[src/rtl/utq_pkg.sv]
package utq_pkg;

  localparam int EVENT_TYPES = 16;
  localparam int TIME_W      = 64;
  localparam int TYPE_W      = 4;

  typedef enum logic [1:0] {
    FUNC_ADD    = 2'd0,
    FUNC_REMOVE = 2'd1,
    FUNC_POLL   = 2'd2,
    FUNC_REBASE = 2'd3
  } func_e;

  typedef enum logic [1:0] {
    OP_NOP,
    OP_SET,
    OP_CLEAR,
    OP_SHIFT
  } cell_op_e;

  typedef enum logic [1:0] {
    ST_IDLE,
    ST_SHIFT,
    ST_LAUNCH,
    ST_SCAN
  } state_e;

  // Broadcast command to every cell
  typedef struct packed {
    cell_op_e            op;
    logic [TIME_W-1:0]   value;
  } cell_cmd_t;

  // Search record handed from cell to cell
  typedef struct packed {
    logic                token;
    logic                found;
    logic [TIME_W-1:0]   best_time;
  } scan_t;

endpackage

[src/rtl/utq_cell.sv]
module utq_cell #(
  parameter int Idx  = 0,
  parameter int IdxW = 4
) (
  input  logic                  clk_i,
  input  logic                  rst_ni,
  input  utq_pkg::cell_cmd_t    cmd_i,
  input  logic [IdxW-1:0]       sel_idx_i,
  input  utq_pkg::scan_t        scan_i,
  input  logic [IdxW-1:0]       scan_idx_i,
  output utq_pkg::scan_t        scan_o,
  output logic [IdxW-1:0]       scan_idx_o
);

  logic                          pending_q;
  logic [utq_pkg::TIME_W-1:0]    due_q;
  logic                          sel;
  logic                          hit;
  utq_pkg::scan_t                scan_d, scan_q;
  logic [IdxW-1:0]               scan_idx_d, scan_idx_q;

  assign sel = (sel_idx_i == IdxW'(Idx));

  // Storage: one pending mark and one due time
  always_ff @(posedge clk_i or negedge rst_ni) begin
    if (!rst_ni) begin
      pending_q <= 1'b0;
    end else if (sel && cmd_i.op == utq_pkg::OP_SET) begin
      pending_q <= 1'b1;
    end else if (sel && cmd_i.op == utq_pkg::OP_CLEAR) begin
      pending_q <= 1'b0;
    end
  end

  always_ff @(posedge clk_i) begin
    if (sel && cmd_i.op == utq_pkg::OP_SET) begin
      due_q <= cmd_i.value;
    end else if (pending_q && cmd_i.op == utq_pkg::OP_SHIFT) begin
      due_q <= due_q + cmd_i.value;
    end
  end

  // Strict less-than keeps the lower type on equal times
  assign hit = pending_q && (!scan_i.found || (due_q < scan_i.best_time));

  always_comb begin
    scan_d.token     = scan_i.token;
    scan_d.found     = scan_i.found | pending_q;
    scan_d.best_time = hit ? due_q : scan_i.best_time;
    scan_idx_d       = hit ? IdxW'(Idx) : scan_idx_i;
  end

  always_ff @(posedge clk_i or negedge rst_ni) begin
    if (!rst_ni) begin
      scan_q     <= '0;
      scan_idx_q <= '0;
    end else begin
      scan_q     <= scan_d;
      scan_idx_q <= scan_idx_d;
    end
  end

  assign scan_o     = scan_q;
  assign scan_idx_o = scan_idx_q;

endmodule

[config.mk]
export PLATFORM = sky130hd
export DESIGN_NAME = utq_cell
export DESIGN_NICKNAME = d
export VERILOG_FILES = /design/src/rtl/utq_pkg.sv /design/src/rtl/utq_cell.sv
export SDC_FILE = /design/constraint.sdc
export NUM_CORES = 1
export LEC_CHECK = 0
export ABC_AREA = 0
export BUFFER_PORTS_ARGS = -buffer_cell sky130_fd_sc_hd__buf_2
export CORE_MARGIN = 2
export CORE_UTILIZATION = 45
export CTS_BUF_LIST = sky130_fd_sc_hd__clkbuf_16
export DETAILED_ROUTE_END_ITERATION = 12
export GPL_TIMING_DRIVEN = 0
export MAX_ROUTING_LAYER = met4
export PLACE_DENSITY = 0.65
export SLEW_MARGIN = 10
export SYNTH_ARGS = -nofsm -noshare
export SYNTH_HDL_FRONTEND = slang
export SYNTH_SLANG_ARGS = --single-unit
[constraint.sdc]
create_clock -name clk_i -period 5.8 [get_ports clk_i]
set_input_delay 0.58 -clock clk_i [delete_from_list [all_inputs] [get_ports clk_i]]
set_output_delay 0.58 -clock clk_i [all_outputs]
set_load 0.02 [all_outputs]
* Yosys cells after proc, flatten, opt, wreduce, memory -nomap -nowiden *
Index checks and enable logic that the tools add are counted.

storage, ports and cells
  input port bits = 142
  output and inout bits = 70
  word-level logic and storage cells = 27
  register bits after elaboration = 135

operators by class
  $add $sub $neg = 1
  equal/unequal tests = 3
  bitwise operators = 1
  multiplexer cells = 6
  reduce and logical (&&, ||, !) cells = 9
  order comparisons = 1

operators with widths
  kind                                           number
  2-to-1 mux 64 bit                              3
  adder 64 bit                                   1
  < comparator 64 bit                            1
  == test 2 bit, second input constant           2
  logical AND 1 bit                              4
  logical NOT 4 bit                              1
  2-to-1 mux 4 bit                               1
  nonzero test 2 bit                             2
  == test 2 x 1 -> 1 bit, second input constant  1
  2-to-1 mux 1 bit                               2
  logical NOT 1 bit                              1
  logical OR 1 bit                               1
  bitwise OR 1 bit                               1

* Depth between registers and ports, before layout *
  word-level depth = 4
  depth in mapped cells = 13
  depth with buffers taken out = 13

* Worst setup path before layout *
OpenSTA, ideal clock, no wires.

  path type = in2reg
  start = input sel_idx_i[1]
  end = register due_q[0] (netlist name) (enable)
  path buffers = 0
  setup time = 429 ps
  cell stages on the path = 3
  arrival time = 2770 ps
  data required time = 5371 ps
  setup slack = 2601 ps
  cell sequence = or4_1 o21ai_0 and2_1

between the ends
  longest elaborated chain between the ends = 3

ends and longest elaborated chain
  item                          RTL line        source
  from (decl)                   utq_cell.sv:8   input logic [IdxW-1:0] sel_idx_i,
  logical NOT 4 bit             utq_cell.sv:22  assign sel = (sel_idx_i == IdxW'(Idx));
  logical AND 1 bit             utq_cell.sv:36  if (sel && cmd_i.op == utq_pkg::OP_SET) begin
  nonzero test 2 bit (no line)  n/a
  to (signal assigned)          utq_cell.sv:37  due_q <= cmd_i.value;
  to (signal assigned)          utq_cell.sv:39  due_q <= due_q + cmd_i.value;
  to (decl)                     utq_cell.sv:16  logic [utq_pkg::TIME_W-1:0] due_q;

No other way between the ends.
A chain may end at the register's enable or synchronous reset.

==> results.md <==
- Fin. max-slew vios: 0
- GRT overflow: 0
- TNS Setup: 0 ns
- Rows: 56
- CTS tree: built
- Worst Setup Start Kind: flip-flop
- Number of synthesized flops with an enable pin: 64
- Area grow syn2layout: 20.0%
- Critical path buffers and inverters: 1
- Final #Nets: 1,679
- Finished Layout Cells: roughly 1.7k
- Synthesized area per cell: roughly 9 sq um
- Via count of the first global-routing pass: between 9k and 10k
- Crit. End Element: flip-flop
- Width of the chip: ~160 um
- Synth Net Count: ~1.4k
- Worst vdd ir: about 180 uV
- Setup Skew: approximately 0.011 ns
- Hold-fix buffers, CTS: 0
- Die span in y: about 160 um
- Placer Congestion: 0.932
- Max cap viols: 0
- Synth warnings: 0
- CP delay by family, top: compound AO/OA/AOI/OAI gates
- First-pass GRT wire length: around 47,000 um
- CP max-delay cell: nand2_1
- Arrival time at the worst endpoint: ~4.7 ns
- Commonest non-fill, non-tap cells in the layout: buf_2, a21oi_1, ha_1
- PwrDens: 313 mW/mm^2
- Final period util: between 70% and 80%
- Fin crit period: around 4.3 ns
- Post-Route WL: roughly 30,000 um
- I/O Pins: 212
- Layout cells sized above 1: approximately 24%
- Post-Syn Area: around 0.011 sq mm
- DRT iter0 DRCs: a little under 700
- HPWL reported at the end of detailed placement: 23,800 um
- CTS Root Cell: clkbuf_16
- Hold WS: 0.107 ns
- Worst-Margin Slew: between 0.8 and 0.9 ns
- Sequential share of power: about a third
- DIE AREA: between 0.02 and 0.03 sq mm
- Critical register-to-register path endpoint: scan_o[25]
- Clk pwr share: 30.2%
- DR vias: 9,459
- Gate power share: a little under two fifths
- Kind of critical path: flip-flop to flip-flop
- Seq/Total Area, Yosys: between 30% and 40%
- WL/cell: 17.3 um
- Register bit total from synthesis: 135
- Post-Syn Instances: between 1k and 1.5k
- Cts repair resizes: 0
- Cell Int Power: around 2600 uW
- Switching Fraction: 35.5%
- Cts bufs inserted: 17
- Placed Instances: between 1.5k and 2k
- Total GRT Usage: approximately 25%
- Critical path required time: approximately 6.1 ns
- Status: completed
- Synth unique cells: 64
- Final hold violation count: 0
- # setup viols final: 0
- Post-CTS setup buffers: 0
- Critical Path Max Stage Delay: roughly 0.74 ns
- Largest net degree at the start of global routing: 50
- Port Buffers: 211
- Clk slew on worst S/H paths: 0.07 ns
- R2R Path Start: due_q[33]
- Initial Util: a little under half
- RSZ-0062 raised after global routing: false
- ANT nets after route: 0
- Fillers: 2,127
- Residual DRC: 0
- H-tree Lvls: 4
- Async set-reset flop share out of synthesis: between 50% and 60%
- Via-to-Cell Ratio: between 5 and 6
- Min-Delay Path Class: input pin to async pin
- Max Freq: about 230 MHz
- R2R cell count: 12
- Lkg Pwr: roughly 0.0061 uW
- Most used DFF post-synth: dfrtp_1
- Sink Count: ~140
- P_sw: between 1000 and 1500 uW
- Commonest non-fill, non-tap cell in the layout: buf_2
- Max Root-Sink Buffers: 2
- Relative slew slack: around 44%
- CORE AREA: 0.0235 sq mm
- Worst-path fanout max: 10
- First drt pass iteration count: 5
- Crit-path cells: ha_1 -> a21o_1 -> a21o_1 -> a21oi_1 -> nor2_1 -> a211oi_1 -> o2111ai_1 -> a21oi_1 -> o2111ai_1 -> nand2_1 -> buf_2 -> mux2_2
- Worst skew pair latency: 0.42 ns
- Antenna violations before repair: 2
- Reg-to-reg setup timing slack: between 1 and 1.5 ns
## layer usage
metal / vias to the layer above / GRT usage, % / share of wire [%] / wire length, um
met1: 4411 / 34.2 / 49 / 14700
met3: 39 / 3.84 / 4.9 / 1480
li1: 4745 / - / - / -
met4: 0 / 6.65 / 1.9 / 576
met5: - / - / 0 / 0
met2: 264 / 38.5 / 45 / 13500
## area by class of cell
type / instances / area (sq um) / area share [%]
plain buffers: 54 / 236 / 1.83
inverters: 81 / 304 / 2.36
flip-flops and latches: 135 / 3700 / 28.7
multi-input cells: 908 / 6510 / 50.5
well taps: 319 / 399 / 3.10
clock buffers: 17 / 425 / 3.30
clock inverters: 15 / 210 / 1.63
repair buffers: 213 / 1110 / 8.58
diodes: 2 / 5.00 / 0.0388
## power by group through the flow
stage	Combinational (uW)	Clock [uW]	Sequential, uW
floorplan	990	0	1400
global placement	1500	0	1300
detailed placement	1520	0	1300
CTS	1530	1230	1290
global route	1710	1270	1300
finish	1530	1220	1290
## sequential cells by signal (all words and copies together) (netlist names)
name	cells
scan_o	66
due_q	64
scan_idx_o	4
pending_q	1
## logic make-up after synthesis
family	synth area share (%)
AO/OA/AOI/OAI	21.0
adder cells (fa/ha/maj)	14.9
AND/OR/NAND/NOR	13.0
multiplexers	7.26
buffers and inverters	5.03
XOR/XNOR	4.40
flip-flops	34.4
## how the worst max path moves through the flow
stage / from / to / slack (ns) / cells after the start
after floorplan: sel_idx_i[1] / due_q[0] / 2.60 / 3
after global placement: scan_i[33] / scan_o[32] / 1.11 / 14
after detailed placement: scan_i[33] / scan_o[46] / 1.07 / 14
after CTS: due_q[33] / scan_o[53] / 1.35 / 12
after global routing: due_q[33] / scan_o[58] / 1.13 / 12
final: due_q[33] / scan_o[25] / 1.46 / 12
## stage by stage
| stage | utilization, % | instance area [sq um] | setup WS, ns | power (uW) |
|---|---|---|---|---|
| final | 54.9 | 12900 | 1.46 | 4040 |
| after global routing | 54.9 | 12900 | 1.13 | 4290 |
| after CTS | 54.9 | 12900 | 1.35 | 4050 |
| after detailed placement | 52.2 | 12300 | 1.07 | 2820 |
| after global placement | 52.0 | 12200 | 1.11 | 2800 |
| after floorplan | - | 10700 | 2.60 | 2390 |
## synth_stat cells (all sizes together), types with 2 or more instances
| cell | number | share of area, % |
|---|---|---|
| nand3 | 8 | 0.37 |
| a2111oi | 4 | 0.75 |
| o21a | 8 | 0.56 |
| and3 | 7 | 0.41 |
| o211ai | 7 | 0.54 |
| a221o | 2 | 0.19 |
| or4 | 2 | 0.17 |
| nand2 | 90 | 3.1 |
| o21bai | 14 | 0.98 |
| nor2 | 106 | 3.7 |
| a31oi | 10 | 0.58 |
| nor2b | 3 | 0.17 |
| a211o | 2 | 0.16 |
| dfrtp | 71 | 17 |
| and4 | 3 | 0.24 |
| nand3b | 2 | 0.14 |
| o31ai | 7 | 0.63 |
| inv | 81 | 2.8 |
| mux2i | 7 | 0.65 |
| nor4b | 2 | 0.16 |
| o22ai | 3 | 0.17 |
| nand2b | 6 | 0.35 |
| a211oi | 9 | 0.77 |
| a21oi | 143 | 6.7 |
| nor4 | 5 | 0.29 |
| xor2 | 26 | 2.1 |
| xnor2 | 28 | 2.3 |
| nand4 | 39 | 2.3 |
| edfxtp | 64 | 18 |
| clkbuf | 33 | 1.2 |
| or3 | 6 | 0.40 |
| a221oi | 2 | 0.16 |
| buf | 21 | 1.0 |
| o2111ai | 5 | 0.41 |
| a21o | 60 | 4.3 |
| or2 | 4 | 0.23 |
| o21ai | 71 | 3.4 |
| a21boi | 5 | 0.35 |
| ha | 126 | 15 |
| mux2 | 63 | 6.6 |
| and2 | 7 | 0.41 |
| nor3 | 8 | 0.42 |
(Power assumes the default switching activity.)
